===== config.mk =====
export PLATFORM = sky130hd
export DESIGN_NAME = padded_packet_deframer
export DESIGN_NICKNAME = d
export VERILOG_FILES = /design/src/rtl/pdf_pkg.sv /design/src/rtl/padded_packet_deframer.sv
export SDC_FILE = /design/constraint.sdc
export NUM_CORES = 1
export LEC_CHECK = 0
export BUFFER_PORTS_ARGS = -buffer_cell sky130_fd_sc_hd__buf_4
export CAP_MARGIN = 25
export CORE_ASPECT_RATIO = 0.9
export CORE_MARGIN = 3
export CORE_UTILIZATION = 35
export DETAILED_ROUTE_END_ITERATION = 12
export PLACE_DENSITY = 0.51
export SKIP_CTS_REPAIR_TIMING = 1
export SLEW_MARGIN = 10
export SYNTH_ARGS = -nofsm -noshare
export SYNTH_HDL_FRONTEND = slang
export SYNTH_SLANG_ARGS = --single-unit

===== constraint.sdc =====
create_clock -name clk -period 4.4 [get_ports clk]
set_input_delay 0.44 -clock clk [delete_from_list [all_inputs] [get_ports clk]]
set_output_delay 0.44 -clock clk [all_outputs]
set_load 0.02 [all_outputs]

===== src/rtl/pdf_pkg.sv =====
// ----------------------------------------------------------------------------
// pdf_pkg: shared definitions for the padded packet deframer
// Header size, packet mode codes and configuration register map.
// ----------------------------------------------------------------------------
package pdf_pkg;

  localparam int LENGTH_BITS_DEF = 16;
  localparam int HEADER_BYTES    = 3;
  localparam int CFG_ADDR_BITS   = 2;

  localparam logic [CFG_ADDR_BITS-1:0] REG_MAGIC_VALUE = 2'd0;

  typedef enum logic [3:0] {
    MODE_IDLE   = 4'b0001,
    MODE_PASS   = 4'b0010,
    MODE_PADDED = 4'b0100,
    MODE_DROP   = 4'b1000
  } mode_t;

endpackage


===== src/rtl/padded_packet_deframer.sv =====
// ----------------------------------------------------------------------------
// padded_packet_deframer: strip a length header and trailing padding
// The result of an accepted input beat is registered and shown in the cycle after.
// Throughput: one beat per cycle; the output register is the only stage and
// takes a new result whenever it is empty or being drained.
// Reset: synchronous active-low rst_n clears the packet state, the output
// valid and the magic value register (magic value resets to zero).
// ----------------------------------------------------------------------------
module padded_packet_deframer #(
  parameter int LENGTH_BITS = pdf_pkg::LENGTH_BITS_DEF
) (
  input  logic                              clk,
  input  logic                              rst_n,
  // in_tdata: data_byte [7:0], packet_length [23:8]
  input  logic                              in_tvalid,
  output logic                              in_tready,
  input  logic [23:0]                       in_tdata,
  // out_tdata: out_byte [7:0]
  output logic                              out_tvalid,
  input  logic                              out_tready,
  output logic [7:0]                        out_tdata,
  output logic                              out_tlast,
  // out_tuser: status [0], was_padded [1]
  output logic [1:0]                        out_tuser,
  input  logic                              cfg_psel,
  input  logic                              cfg_penable,
  input  logic                              cfg_pwrite,
  input  logic [pdf_pkg::CFG_ADDR_BITS-1:0] cfg_paddr,
  input  logic [31:0]                       cfg_pwdata,
  output logic [31:0]                       cfg_prdata,
  output logic                              cfg_pready
);

  localparam int LB = LENGTH_BITS;

  logic [7:0]           magic_r;
  pdf_pkg::mode_t       mode_r, mode_nxt, mode_cur;
  logic [LB-1:0]        idx_r, idx_nxt;
  logic [7:0]           len_hi_r, len_hi_nxt;
  logic [15:0]          pay_len_r, pay_len_nxt;

  logic                 out_valid_r;
  logic [7:0]           out_byte_r;
  logic                 out_last_r;
  logic                 out_status_r;
  logic                 out_padded_r;

  logic [7:0]           in_byte;
  logic [LB-1:0]        plen;
  logic [LB:0]          idx_inc;
  logic                 pkt_end;
  logic [15:0]          len_w;
  logic [16:0]          len_sum;
  logic [16:0]          pay_lim;
  logic [16:0]          pay_last;
  logic [16:0]          idx_ext;
  logic                 in_acc;

  logic                 res_v;
  logic [7:0]           res_byte;
  logic                 res_last;
  logic                 res_status;
  logic                 res_padded;

  assign in_byte = in_tdata[7:0];
  assign plen    = in_tdata[8 +: LB];
  assign in_acc  = in_tvalid && in_tready;
  assign in_tready = !out_valid_r || out_tready;

  assign idx_inc  = {1'b0, idx_r} + {{LB{1'b0}}, 1'b1};
  assign pkt_end  = idx_inc >= {1'b0, plen};
  assign len_w    = {len_hi_r, in_byte};
  assign len_sum  = {1'b0, len_w} + 17'(pdf_pkg::HEADER_BYTES);
  assign idx_ext  = 17'(idx_r);
  assign pay_lim  = {1'b0, pay_len_r} + 17'(pdf_pkg::HEADER_BYTES);
  assign pay_last = {1'b0, pay_len_r} + 17'(pdf_pkg::HEADER_BYTES - 1);

  always_comb begin
    if (mode_r == pdf_pkg::MODE_IDLE) begin
      if (17'(plen) < 17'(pdf_pkg::HEADER_BYTES) || in_byte != magic_r) begin
        mode_cur = pdf_pkg::MODE_PASS;
      end else begin
        mode_cur = pdf_pkg::MODE_PADDED;
      end
    end else begin
      mode_cur = mode_r;
    end
  end

  always_comb begin
    mode_nxt    = mode_cur;
    len_hi_nxt  = len_hi_r;
    pay_len_nxt = pay_len_r;
    res_v       = 1'b0;
    res_byte    = in_byte;
    res_last    = pkt_end;
    res_status  = 1'b0;
    res_padded  = 1'b0;
    case (mode_cur)
      pdf_pkg::MODE_PASS: begin
        res_v = 1'b1;
      end
      pdf_pkg::MODE_PADDED: begin
        res_padded = 1'b1;
        if (idx_r == LB'(1)) begin
          len_hi_nxt = in_byte;
        end else if (idx_r == LB'(2)) begin
          if (len_w == 16'd0 || len_sum > 17'(plen)) begin
            res_v      = 1'b1;
            res_byte   = 8'd0;
            res_last   = 1'b1;
            res_status = 1'b1;
            mode_nxt   = pdf_pkg::MODE_DROP;
          end else begin
            pay_len_nxt = len_w;
          end
        end else if (idx_ext >= 17'(pdf_pkg::HEADER_BYTES) && idx_ext < pay_lim) begin
          res_v    = 1'b1;
          res_last = (idx_ext == pay_last) || pkt_end;
        end
      end
      pdf_pkg::MODE_DROP: begin
        res_v = 1'b0;
      end
      default: begin
        res_v = 1'b0;
      end
    endcase
    if (pkt_end) begin
      mode_nxt = pdf_pkg::MODE_IDLE;
      idx_nxt  = '0;
    end else begin
      idx_nxt  = idx_inc[LB-1:0];
    end
  end

  always_ff @(posedge clk) begin
    if (!rst_n) begin
      mode_r    <= pdf_pkg::MODE_IDLE;
      idx_r     <= '0;
      len_hi_r  <= '0;
      pay_len_r <= '0;
    end else if (in_acc) begin
      mode_r    <= mode_nxt;
      idx_r     <= idx_nxt;
      len_hi_r  <= len_hi_nxt;
      pay_len_r <= pay_len_nxt;
    end
  end

  always_ff @(posedge clk) begin
    if (!rst_n) begin
      out_valid_r <= 1'b0;
    end else if (in_acc) begin
      out_valid_r <= res_v;
    end else if (out_tready) begin
      out_valid_r <= 1'b0;
    end
  end

  always_ff @(posedge clk) begin
    if (in_acc && res_v) begin
      out_byte_r   <= res_byte;
      out_last_r   <= res_last;
      out_status_r <= res_status;
      out_padded_r <= res_padded;
    end
  end

  assign out_tvalid = out_valid_r;
  assign out_tdata  = out_byte_r;
  assign out_tlast  = out_last_r;
  assign out_tuser  = {out_padded_r, out_status_r};

  // configuration register
  always_ff @(posedge clk) begin
    if (!rst_n) begin
      magic_r <= '0;
    end else if (cfg_psel && cfg_penable && cfg_pwrite && cfg_pready &&
                 cfg_paddr == pdf_pkg::REG_MAGIC_VALUE) begin
      magic_r <= cfg_pwdata[7:0];
    end
  end

  assign cfg_pready = 1'b1;
  assign cfg_prdata = (cfg_paddr == pdf_pkg::REG_MAGIC_VALUE) ? {24'd0, magic_r} : 32'd0;

  // error beats are zero-data, last, padded
  a_err_beat: assert property (@(posedge clk) disable iff (!rst_n)
    out_tvalid && out_tuser[0] |-> out_tlast && out_tdata == 8'd0 && out_tuser[1])
    else $error("error beat malformed");

  // input stalls only behind a held result
  a_stall: assert property (@(posedge clk) disable iff (!rst_n)
    !in_tready |-> out_tvalid && !out_tready)
    else $error("input stalled without pending result");

  // payload phase always has an accepted nonzero length
  a_paylen: assert property (@(posedge clk) disable iff (!rst_n)
    mode_r == pdf_pkg::MODE_PADDED && idx_ext >= 17'(pdf_pkg::HEADER_BYTES)
      |-> pay_len_r != 16'd0)
    else $error("payload phase with zero length");

  // a drop-mode beat never produces a result
  a_drop: assert property (@(posedge clk) disable iff (!rst_n)
    in_acc && mode_r == pdf_pkg::MODE_DROP |=> !out_tvalid)
    else $error("result produced while dropping");

endmodule


# == Yosys cells after proc, flatten, opt, wreduce, memory -nomap -nowiden ==
# Index checks and enable logic that the tools add are counted.
# Widths: inputs -> output; s select.
# totals
inputBits,65
word_cells,73
reg_bits,64
# classes
reduce_logical,17
eq_ne,7
n_addsub,4
n_mux,26
bitwise_logic,4
magnitude_cmp,5
# op_table
operator,count
$add 16x2->17 const B,3
$mux 8,5
$mux 4,6
$add 16x1->17 const B,1
$eq 16x17->1,1
$ge 17x16->1,1
$gt 17x16->1,1
$lt 16x17->1,1
$eq 16x1->1 const B,1
$eq 16x2->1 const B,1
$ge 16x2->1 const B,1
$logic_not 16->1,1
$lt 16x2->1 const B,1
$mux 16,1
$mux 1,12
$ne 8x8->1,1
$logic_and 1x1->1,6
$reduce_and 5->1,1
$eq 4x1->1 const B,1
$eq 4x2->1 const B,1
$eq 4x3->1 const B,1
$logic_or 1x1->1,4
$not 1->1,4
$mux 3,1
6 further kinds,6

# == Logic depth before layout (Yosys ltp) ==
# Gate-level depths: netlist (run 1).
# depth
ltp_word,9
mapped_depth,17
mapped_depth_nobuf,14

# == Worst setup path after synthesis (run 1) ==
# No wires, ideal clock.
# synth_path
path_type,input -> register
start,input port in_tdata[4]
end,register out_padded_r (enable)
required_time_ps,4018
setup_ps,382
path_stages,14
path_slack_ps,496
arrival_ps,3522
path_cell_list,buf_2 > and4_1 > and3_1 > and3_1 > nand4_1 > xnor2_1 > ha_1 > nand3_1 > nor3_1 > nor4_1 > a221oi_1 > o211ai_1 > and2_1 > a21oi_1
# synth_via
elab_chain_len,8
elab_cells_between_ends,15
cone_classes,add/sub (1); order compare (1); eq/ne (3); mux (6); reduce/logical (4)
# synth_lines
item,line,text
start: declaration,padded_packet_deframer.sv:17,"input logic [23:0] in_tdata,"
$add 16x2->17,padded_packet_deframer.sv:73,"assign len_sum = {1'b0, len_w} + 17'(pdf_pkg::HEADER_BYTES);"
$gt 17x16->1,padded_packet_deframer.sv:108,if (len_w == 16'd0 || len_sum > 17'(plen)) begin
$logic_or 1x1->1,padded_packet_deframer.sv:108,
$mux 1,padded_packet_deframer.sv:108,
$mux 1,padded_packet_deframer.sv:107,end else if (idx_r == LB'(2)) begin
$mux 1,padded_packet_deframer.sv:105,if (idx_r == LB'(1)) begin
$pmux 1 s2 (*),padded_packet_deframer.sv:99,case (mode_cur)
$logic_and 1x1->1 (*),padded_packet_deframer.sv:162,if (in_acc && res_v) begin
end signal: assignment,padded_packet_deframer.sv:166,out_padded_r <= res_padded;
end: declaration,padded_packet_deframer.sv:46,logic out_padded_r;
# Every way passes the cells marked *; elsewhere a longest branch is shown, timed or not.
# A chain may end at the register's enable or synchronous reset.

# == Worst setup path in the final report (run 1) ==
# layout_path
start,input port in_tdata[6]
end,register pay_len_r[10]
# layout_via
elab_chain_len,6
elab_cells_between_ends,11
cone_classes,add/sub (1); order compare (1); eq/ne (2); mux (2); bitwise (1); reduce/logical (4)
# layout_lines
item,line,text
"parallel branches: the longest is 5 deep, another holds $add 16x2->17",-,
$reduce_and 5->1 (no source line) (*),-,
end signal: assignment,padded_packet_deframer.sv:147,pay_len_r <= pay_len_nxt;
end: declaration,padded_packet_deframer.sv:40,"logic [15:0] pay_len_r, pay_len_nxt;"
# Mark *: on every way between the ends.

==> results by group, run 1 <==
Run status
  – Status: finished clean

Clock network
  – Clock sinks: 64
  – CTS root buffer: clkbuf_16
  – Clk_lat worst skew: 340 ps
  – CTS tree: yes
  – Max clock buf depth: 2
  – TritonCTS Buffers: 9
  – CTS clk-pin slew, worst paths: 60 ps
  – Deepest level of the CTS H-tree: 3

Floorplanning
  – Chip Width: 137.2 µm
  – Die Height: 124.1 µm
  – FP Rows: 42
  – Initial core utilization: 0.3633
  – Core ar.: 0.01492 mm²
  – Die area: 0.01702 mm²
  – I/O pins: 111

Setup path
  – R2R setup slack: 440 ps
  – Critical Path End Type: flip-flop
  – Reg2reg start: idx_r[0]$_SDFFE_PN0P_
  – Worst Setup EP: pay_len_r[10]$_SDFFE_PN0P_
  – FF-to-FF End: idx_r[11]$_SDFFE_PN0P_
  – CP Class: in2reg
  – Critical path required time: 4660 ps
  – Worst Path Arrival: 4270 ps
  – Crit Path Max Fanout: 16
  – Worst reg2reg path depth: 12
  – Critical Path Start Type: input port
  – CP startpoint: in_tdata[6]

Logic synthesis
  – Synth unique cells: 53
  – Async S/R FF share, synth: 0
  – Most common flop cell mapped by yosys: dfxtp_1
  – Synth warnings: 0
  – Post-Syn Area: 0.005421 mm²
  – Number of synthesized register bits: 64
  – Top-area cell type share of the netlist area: 0.1957
  – EDFF count, synth: 11
  – Synth Instances: 660
  – Area leader, netlist: dfxtp_1
  – Post-Syn Area per Cell: 8.214 µm²
  – Top cells by area, synth: dfxtp_1, ha_1, xnor2_1, mux2i_1, edfxtp_1
  – Seq/Total Area, Yosys: 0.2566

Cells and area
  – Share of cells above drive strength 1: 0.1384
  – Leading cell type in the layout, fill and taps excluded: buf_4
  – Final net count: 823
  – Area Overhead vs Synth: 14.96%
  – Finished Cell Area: 0.006232 mm²
  – Antenna diode count: 0
  – Most frequent cells in the layout: buf_4, nand2_1, ha_1
  – Fillers: 1551
  – Final cell count without fillers: 906

Min path
  – HP Class: in2reg
  – Critical hold path startpoint: cfg_pwdata[7]

Detailed routing
  – Drt first pass iters: 4
  – Residual DRC count: 0
  – Initial DRC count: 211
  – Via count: 4629
  – Routed WL: 15340 µm
  – ANT nets after route: 0
  – Vias/cell: 5.109
  – Routed WL per cell: 16.93 µm

Placed design
  – Cell count after placement: 890
  – PortBufs: 61
  – Area after DPL: 0.005952 mm²
  – HPWL reported at the end of detailed placement: 12280 µm
  – Placer Congestion: 0.9120

Global route
  – GRT Residual Overflow: 0
  – Initial antenna violation count: 0
  – Largest net degree at the start of global routing: 51
  – Total GRT Usage: 0.1909
  – Global-route wire length before repair: 24900 µm
  – Number of global-route vias before repair: 4640

Timing
  – Max Freq: 0.2492 GHz
  – Min Tclk post-route: 4012 ps
  – Final Hold Viols: 0
  – Final setup vio count: 0
  – Fin crit share: 0.9118
  – Final Slew Violations: 0
  – Setup TNS: 0 ps
  – Slew headroom: 0.3024
  – Worst hold margin: 351.0 ps
  – Worst Tran Pin Value: 1046 ps
  – Unrepaired setup endpoints after global routing: false
  – Clk_skew: 9.158 ps

Power and ir drop
  – Power per cell area: 246.2 mW/mm²
  – Leakage: 2.680 nW
  – Final Total Pwr: 1.535 mW
  – Maximum vdd drop: 0.0001713 V

Flow run
  – Max_cap viols: 0
## metrics by stage
step             util  worst slack [ps]
2_1_floorplan       -             495.9
3_3_place_gp   0.3988             256.7
3_5_place_dp   0.3988             108.3
4_1_cts        0.4176             421.2
5_1_grt        0.4176             42.14
6_report       0.4176             387.9
## layout make-up
type / instances / area [µm²] / area share
Timing Repair Buffer: 75 / 563.0 / 0.09034
Clock inverter: 7 / 55.05 / 0.008834
Tap cell: 198 / 247.7 / 0.03975
Clock buffer: 9 / 225.2 / 0.03614
Sequential cell: 64 / 1391 / 0.2232
Inverter: 35 / 131.4 / 0.02108
Multi-Input combinational cell: 518 / 3618 / 0.5806
## report_power, final
group | total, mW | switching [mW] | internal (mW)
clock | 0.678 | 0.292 | 0.387
sequential | 0.624 | 0.0113 | 0.613
combinational | 0.233 | 0.143 | 0.0893
total | 1.53 | 0.446 | 1.09
## synthesized netlist by cell type (2+ instances only)
library cell / count
nand2_1: 72
ha_1: 55
dfxtp_1: 53
xnor2_1: 50
nor2_1: 49
xor2_1: 37
inv_1: 35
mux2i_1: 35
buf_4: 28
clkbuf_1: 27
nand3_1: 20
nand4_1: 18
and2_1: 17
nor2b_1: 16
a21oi_1: 15
nor3_1: 13
o21ai_0: 12
and3_1: 11
edfxtp_1: 11
nor4_1: 11
buf_2: 10
a211oi_1: 7
and4_1: 7
a21o_1: 5
a31oi_1: 5
a41oi_1: 3
nand2b_1: 3
nor3b_1: 3
o211ai_1: 3
conb_1: 2
nor4b_1: 2
o21a_1: 2
o21bai_1: 2
o221ai_1: 2
## worst min path at each step
stage,end,slack [ps],depth (start not counted)
finish,magic_r[7]$_SDFFE_PN0P_,350,3
global route,magic_r[2]$_SDFFE_PN0P_,360,3
CTS,magic_r[1]$_SDFFE_PN0P_,340,3
detailed placement,pay_len_r[0]$_SDFFE_PN0P_,500,2
global placement,mode_r[0]$_SDFFE_PN1P_,500,2
floorplan,pay_len_r[0]$_SDFFE_PN0P_,450,2
## worst max-delay path: stages
cell	delay [ps]
buf_4	170
and4_1	330
and3_1	230
and3_1	240
nand4_1	140
xnor2_1	210
ha_1	280
nand3_1	140
o221ai_1	190
nor4_1	340
a221oi_1	170
nor2_1	170
and4_1	910
mux2i_1	280
## cell families after synthesis
| kind of cell | count (synthesis) | share of synthesized area |
|---|---|---|
| compound gates | 66 | 0.08147 |
| xor+xnor | 87 | 0.1405 |
| fa+ha+maj | 55 | 0.1269 |
| buf+inv | 101 | 0.09185 |
| flops | 64 | 0.2566 |
| mux | 35 | 0.06462 |
| other cells | 2 | 0.001385 |
| simple gates | 250 | 0.2366 |
## sequential cells by signal (all words and copies together), names as in the netlist, 4 cells and up
signal,count
idx_r,16
len_hi_r,8
magic_r,8
mode_r,4
out_tdata,8
pay_len_r,16
## layer usage
| metal | up-vias | global-route usage | share of wire |
|---|---|---|---|
| li1 | 2303 | - | - |
| met1 | 2186 | 0.2598 | 0.48 |
| met4 | 0 | 0.06796 | 0.019 |
| met5 | - | 0 | 0 |
| met3 | 21 | 0.03958 | 0.050 |
| met2 | 119 | 0.2999 | 0.45 |
Power figures use the tool's default switching activity.
==> inputs of run 2 (changes only) <==
Settings changed: CORE_UTILIZATION 35 to 56, PLACE_DENSITY 0.51 to 0.81.
==> results by group, run 2 (synthesis results as in run 1) <==
Global route
  – Total GRT Usage: 0.2665 (+0.07553)
  – Largest net degree at the start of global routing: 51 (unchanged)
  – GRT Residual Overflow: 0 (unchanged)
  – Initial antenna violation count: 0 (unchanged)
  – Number of global-route vias before repair: 4428 (-4.6%)
  – Global-route wire length before repair: 22540 µm (-9.5%)

Timing
  – Unrepaired setup endpoints after global routing: false
  – Fin crit share: 0.9087 (-0.003158)
  – Final Hold Viols: 0 (unchanged)
  – Worst Slack Setup Final: 401.8 ps (+13.90 ps)
  – Slew headroom: 0.3411 (+0.03871)
  – Final setup vio count: 0 (unchanged)
  – Max Freq: 0.2501 GHz (+0.35%)
  – Worst hold margin: 340.2 ps (-10.79 ps)
  – Final Slew Violations: 0 (unchanged)
  – Clk_skew: 8.445 ps (-0.7123 ps)
  – Setup TNS: 0 ps (unchanged)
  – Min Tclk post-route: 3998 ps (-13.90 ps)
  – Worst Tran Pin Value: 988.4 ps (-58.06 ps)

Power and ir drop
  – Int Pwr: 937.7 µW (-14%)
  – Reg power frac: 0.465 (+0.059)
  – Logic gate share of total power: 0.175 (+0.023)
  – Leakage: 2.588 nW (-3.4%)
  – Clock Power Share: 0.360 (-0.082)
  – Power per cell area: 224.1 mW/mm² (-9.0%)
  – Sw Share: 0.3000 (+0.009226)
  – Maximum vdd drop: 0.0002107 V (+23%)
  – Psw: 401.8 µW (-9.9%)

Clock network
  – Clock sinks: 64 (unchanged)
  – TritonCTS Buffers: 9 (unchanged)
  – CTS root buffer: clkbuf_8
  – CTS clk-pin slew, worst paths: 70 ps (about the same)
  – Deepest level of the CTS H-tree: 3 (unchanged)
  – Max clock buf depth: 2 (unchanged)
  – Clk_lat worst skew: 360 ps (+20 ps)
  – CTS tree: yes

Detailed routing
  – Routed WL per cell: 17.14 µm (+1.2%)
  – Drt first pass iters: 5 (+1)
  – Routed WL: 14080 µm (-8.3%)
  – Vias/cell: 5.657 (+11%)
  – Initial DRC count: 385 (+82%)
  – Residual DRC count: 0 (unchanged)
  – ANT nets after route: 0 (unchanged)
  – Via count: 4644 (+0.32%)

Setup path
  – Crit Path Max Fanout: 11 (-5)
  – Critical Path Start Type: flip-flop
  – Worst Path Arrival: 4240 ps (-30 ps)
  – Critical path required time: 4640 ps (-20 ps)
  – CP Class: reg2reg
  – Critical Path End Type: flip-flop

Cells and area
  – Final net count: 814 (-1.1%)
  – Fillers: 792 (-49%)
  – Final cell count without fillers: 821 (-9.4%)
  – Core Util, Final: 0.6464 (+0.2288)
  – Multi-input gate area: 0.003618 mm² (unchanged)
  – Area Overhead vs Synth: 10.27%
  – Leading cell type in the layout, fill and taps excluded: nand2_1
  – Top Registers: idx_r (16), pay_len_r (16)
  – FF/Latch Area: 0.001391 mm² (unchanged)
  – Share of cells above drive strength 1: 0.1259 (-0.01252)
  – Antenna diode count: 0 (unchanged)
  – Most frequent cells in the layout: nand2_1, buf_4, ha_1

Placed design
  – Setup WS pre-CTS: 288.5 ps (+180.2 ps)
  – Cell count after placement: 805 (-9.6%)
  – Placer Congestion: 0.9769 (+7.1%)
  – HPWL reported at the end of detailed placement: 11020 µm (-10%)
  – PortBufs: 61 (unchanged)

Floorplanning
  – Chip Width: 109.7 µm (-20%)
  – I/O pins: 111 (unchanged)
  – FP Rows: 33 (-21%)
  – Initial core utilization: 0.5862 (+0.2229)
  – Die area: 0.01090 mm² (-36%)
  – Die Height: 99.35 µm (-20%)
  – Core ar.: 0.009249 mm² (-38%)

Min path
  – HP Class: in2reg

Run status
  – Status: finished clean

Flow run
  – Max_cap viols: 0 (unchanged)
-- run 2: final cells by class --
| class | count | share of cell area |
|---|---|---|
| clock inverter | 6 | 0.006697 |
| clock buffer | 10 | 0.02491 |
| tap | 122 | 0.02553 |
| sequential | 64 | 0.2327 |
| multi-input combinational | 518 | 0.6053 |
| inverter | 35 | 0.02198 |
| timing repair buffer | 66 | 0.08288 |
-- run 2: per-stage QoR --
step / total power, mW / instance area, µm²
after floorplan: 0.7939 / 5508
final: 1.340 / 5978
after global placement: 0.8589 / 5789
after CTS: 1.345 / 5978
after global routing: 1.400 / 5978
after detailed placement: 0.8664 / 5789
-- run 2: power groups by stage --
stage / Sequential, mW / Combinational (mW) / Clock [mW]
detailed placement: 0.636 / 0.230 / 0
CTS: 0.623 / 0.231 / 0.491
finish: 0.623 / 0.234 / 0.482
floorplan: 0.644 / 0.150 / 0
global route: 0.625 / 0.256 / 0.519
global placement: 0.636 / 0.223 / 0
-- run 2: worst max-delay path: stages, from the launching register on --
cell,delay (ps)
dfxtp_1,500
and3_1,310
and3_1,360
nand3_1,220
or2_2,400
nor2_1,150
xor2_1,100
ha_1,340
nand4_1,80
nor2_1,100
a31o_2,160
a31oi_1,50
o221ai_1,720
buf_4,320
nor2_1,70
-- run 2: per-layer routing --
metal | wire [µm] | GRT usage | vias up
met5 | 0 | 0 | -
met4 | 274 | 0.07383 | 0
met3 | 1111 | 0.04932 | 24
met2 | 6507 | 0.4237 | 178
met1 | 6181 | 0.3699 | 2161
li1 | - | - | 2281
-- run 2: final timing paths --
check | slack, ps | depth (start not counted) | from | endpoint
min | 340 | 3 | cfg_pwdata[4] | magic_r[4]$_SDFFE_PN0P_
min reg2reg | 510 | 2 | pay_len_r[0]$_SDFFE_PN0P_ | pay_len_r[0]$_SDFFE_PN0P_
max | 400 | 14 | idx_r[0]$_SDFFE_PN0P_ | idx_r[13]$_SDFFE_PN0P_
max reg2reg | 400 | 14 | idx_r[0]$_SDFFE_PN0P_ | idx_r[13]$_SDFFE_PN0P_
==> inputs of run 3 (changes only) <==
Settings changed: ABC_AREA set to 1, CORE_UTILIZATION 56 to 61, PLACE_DENSITY 0.81 to 0.87.
Clock period 4.4 ns to 4.6 ns, I/O delays scaled along.
==> results by group, run 3 <==
Timing
  – Setup TNS: 0 ps (unchanged)
  – Unrepaired setup endpoints after global routing: false
  – Slew headroom: 0.3856 (+0.04455)
  – Fin crit share: 0.7408
  – Worst Slack Setup Final: 1192 ps (+790.4 ps)
  – Final Slew Violations: 0 (unchanged)
  – Final setup vio count: 0 (unchanged)
  – Clk_skew: 8.519 ps (+0.07350 ps)
  – Max Freq: 0.2934 GHz
  – Worst Tran Pin Value: 919.4 ps (-69.05 ps)
  – Final Hold Viols: 0 (unchanged)
  – Min Tclk post-route: 3408 ps

Setup path
  – FF-to-FF End: out_tdata[0]$_DFFE_PP_
  – Cells along the critical path: buf_4, inv_1, ha_1, nor2_1, nand3_1, nor3_1, nand3_1, xor2_1, ha_1, nand2_1, nor2_1, nand2_1, nor2_1, nand2_1, nand2_1, nand2_1, nand3_1, nand4_1, nand2_1
  – Crit Path Max Fanout: 11 (unchanged)
  – Worst Path Arrival: 3410 ps (-830 ps)
  – CP peak stage delay: 440 ps (-280 ps)
  – Critical Path Start Type: input port
  – Critical path required time: 4600 ps (-40 ps)
  – Critical Path End Type: flip-flop
  – Cell mode on critical path: nand2_1
  – CP Class: in2reg
  – Slowest stage cell, crit path: nand2_1
  – R2R setup slack: 1230 ps (+830 ps)
  – Worst reg2reg path depth: 14 (unchanged)
  – Reg2reg start: pay_len_r[1]$_SDFFE_PN0P_

Logic synthesis
  – Most common flop cell mapped by yosys: dfxtp_1
  – Commonest cells in the netlist: nand2_1, nor2_1, inv_1, ha_1, dfxtp_1
  – Top-count cell post-synth: nand2_1
  – Async S/R FF share, synth: 0 (unchanged)
  – Post-Syn Area: 0.005700 mm² (+5.1%)
  – Area leader, netlist: dfxtp_1
  – Synth unique cells: 43 (-19%)
  – Top cells by area, synth: dfxtp_1, ha_1, nand2_1, nor2_1, inv_1
  – Number of synthesized register bits: 64 (unchanged)
  – EDFF count, synth: 11 (unchanged)
  – Synth warnings: 0 (unchanged)
  – Synth Instances: 851 (+29%)
  – Seq/Total Area, Yosys: 0.2441 (-0.01256)
  – Post-Syn Area per Cell: 6.699 µm² (-18%)
  – Top-area cell type share of the netlist area: 0.1861 (-0.009579)

Floorplanning
  – Core ar.: 0.008848 mm² (-4.3%)
  – Die area: 0.01054 mm² (-3.3%)
  – FP Rows: 32 (-3.0%)
  – Die Height: 97.71 µm (-1.6%)
  – Initial core utilization: 0.6442 (+0.05806)
  – Chip Width: 107.9 µm (-1.7%)
  – I/O pins: 111 (unchanged)

Min path
  – Critical hold path startpoint: cfg_pwdata[1]
  – HP Class: in2reg
  – WHS Path Cells: 3 (unchanged)
  – Hold path endpoint: magic_r[1]$_SDFFE_PN0P_

Placed design
  – Setup WS pre-CTS: 889.3 ps (+600.8 ps)
  – HPWL reported at the end of detailed placement: 11480 µm (+4.2%)
  – PortBufs: 61 (unchanged)
  – Placer Congestion: 0.9076 (-7.1%)

Power and ir drop
  – Leakage: 3.009 nW (+16%)
  – Power per cell area: 238.1 mW/mm² (+6.3%)
  – Maximum vdd drop: 0.0001699 V (-19%)

Detailed routing
  – Via count: 5506 (+19%)
  – Initial DRC count: 639 (+66%)
  – Routed WL: 14200 µm (+0.90%)
  – Vias/cell: 5.387 (-4.8%)
  – Residual DRC count: 0 (unchanged)
  – Drt first pass iters: 6 (+1)
  – ANT nets after route: 0 (unchanged)
  – Routed WL per cell: 13.90 µm (-19%)

Cells and area
  – Share of cells above drive strength 1: 0.1185 (-0.007400)
  – Leading cell type in the layout, fill and taps excluded: nand2_1
  – Fillers: 748 (-5.6%)
  – Area Overhead vs Synth: 10.65%
  – Top Registers: idx_r (16), pay_len_r (16)
  – Antenna diode count: 0 (unchanged)
  – Final net count: 1018 (+25%)
  – Most frequent cells in the layout: nand2_1, nor2_1, inv_1

Run status
  – Status: finished clean

Clock network
  – Deepest level of the CTS H-tree: 3 (unchanged)
  – TritonCTS Buffers: 9 (unchanged)
  – CTS tree: yes
  – CTS clk-pin slew, worst paths: 80 ps (about the same)
  – Clk_lat worst skew: 360 ps (about the same)
  – CTS root buffer: clkbuf_8
  – Max clock buf depth: 2 (unchanged)
  – Clock sinks: 64 (unchanged)

Global route
  – GRT Residual Overflow: 0 (unchanged)
  – Largest net degree at the start of global routing: 36 (-29%)
  – Number of global-route vias before repair: 4920 (+11%)
  – Initial antenna violation count: 0 (unchanged)
  – Total GRT Usage: 0.2717 (+0.005200)
  – Global-route wire length before repair: 22940 µm (+1.8%)

Flow run
  – Max_cap viols: 0 (unchanged)
-- run 3: cell types whose count changed in the layout (fill, tap and decap cells not counted), sizes merged, moves of 7 or more --
cell and delta:
nor2b -16, xnor2 -35, a21oi +25, and3 -8
a211oi -7, and2 -17, nand2 +102, and4 -7
mux2i -33, inv +73, nor2 +95, o21ai +30
nand3 +29
-- run 3: cell families (layout without fill, tap and decap cells) --
| kind of cell | Yosys count | in the layout | share of synthesized area |
|---|---|---|---|
| other | 2 | 25 | 0.001317 |
| AOI/OAI and AO/OA | 94 | 94 | 0.08846 |
| buffers and inverters | 157 | 186 | 0.1264 |
| adders and majority gates | 55 | 55 | 0.1207 |
| DFF | 64 | 64 | 0.2441 |
| xor gates and xnor gates | 58 | 58 | 0.08911 |
| muxes | 2 | 2 | 0.003512 |
| and+or+nand+nor | 419 | 419 | 0.3264 |
-- run 3: layout make-up --
cell class	count	area, µm²	share of cell area
Sequential cell	64	1391	0.2206
Inverter	108	405.4	0.06427
Clock inverter	6	72.57	0.01151
Multi-Input combinational cell	653	3675	0.5826
Tap cell	119	148.9	0.02361
Timing Repair Buffer	62	465.4	0.07379
Clock buffer	10	148.9	0.02361
-- run 3: how the worst max path moves through the flow --
stage | start | to
detailed placement | in_tdata[0] | out_tdata[5]$_DFFE_PP_
global route | in_tdata[0] | out_padded_r$_DFFE_PP_
finish | in_tdata[0] | out_tdata[0]$_DFFE_PP_
global placement | in_tdata[0] | out_tdata[2]$_DFFE_PP_
CTS | in_tdata[0] | out_padded_r$_DFFE_PP_
floorplan | in_tdata[0] | out_padded_r$_DFFE_PP_
-- run 3: worst max-delay path, delay by kind of cell --
family	cells	cell delay, ps
and+or+nand+nor	14	1990
buffers and inverters	2	220
adders and majority gates	2	550
xor gates and xnor gates	1	170
-- run 3: routing by layer --
layer	routed length [µm]	GRT usage	up-vias
met3	1259	0.04850	22
met4	316	0.08932	0
met5	0	0	-
met2	6383	0.4250	244
li1	-	-	2787
met1	6244	0.3783	2453
-- run 3: metrics by stage --
| step | power [mW] | cell area, µm² | std cells | utilization | hold slack (ps) |
|---|---|---|---|---|---|
| finish | 1.502 | 6307 | 1022 | 0.7128 | 379.7 |
| global route | 1.571 | 6307 | 1022 | 0.7128 | 375.0 |
| CTS | 1.505 | 6307 | 1022 | 0.7128 | 364.4 |
| detailed placement | 0.9667 | 6086 | 1006 | 0.6878 | 490.8 |
| global placement | 0.9579 | 6086 | 1006 | 0.6878 | 484.4 |
| floorplan | 0.8781 | 5787 | 874 | - | 463.3 |
-- run 3: power breakdown --
part / total (mW) / switching, mW / internal [mW]
Sequential: 0.620 / 0.0244 / 0.595
Clock: 0.540 / 0.250 / 0.290
Combinational: 0.342 / 0.219 / 0.123
Total: 1.50 / 0.494 / 1.01
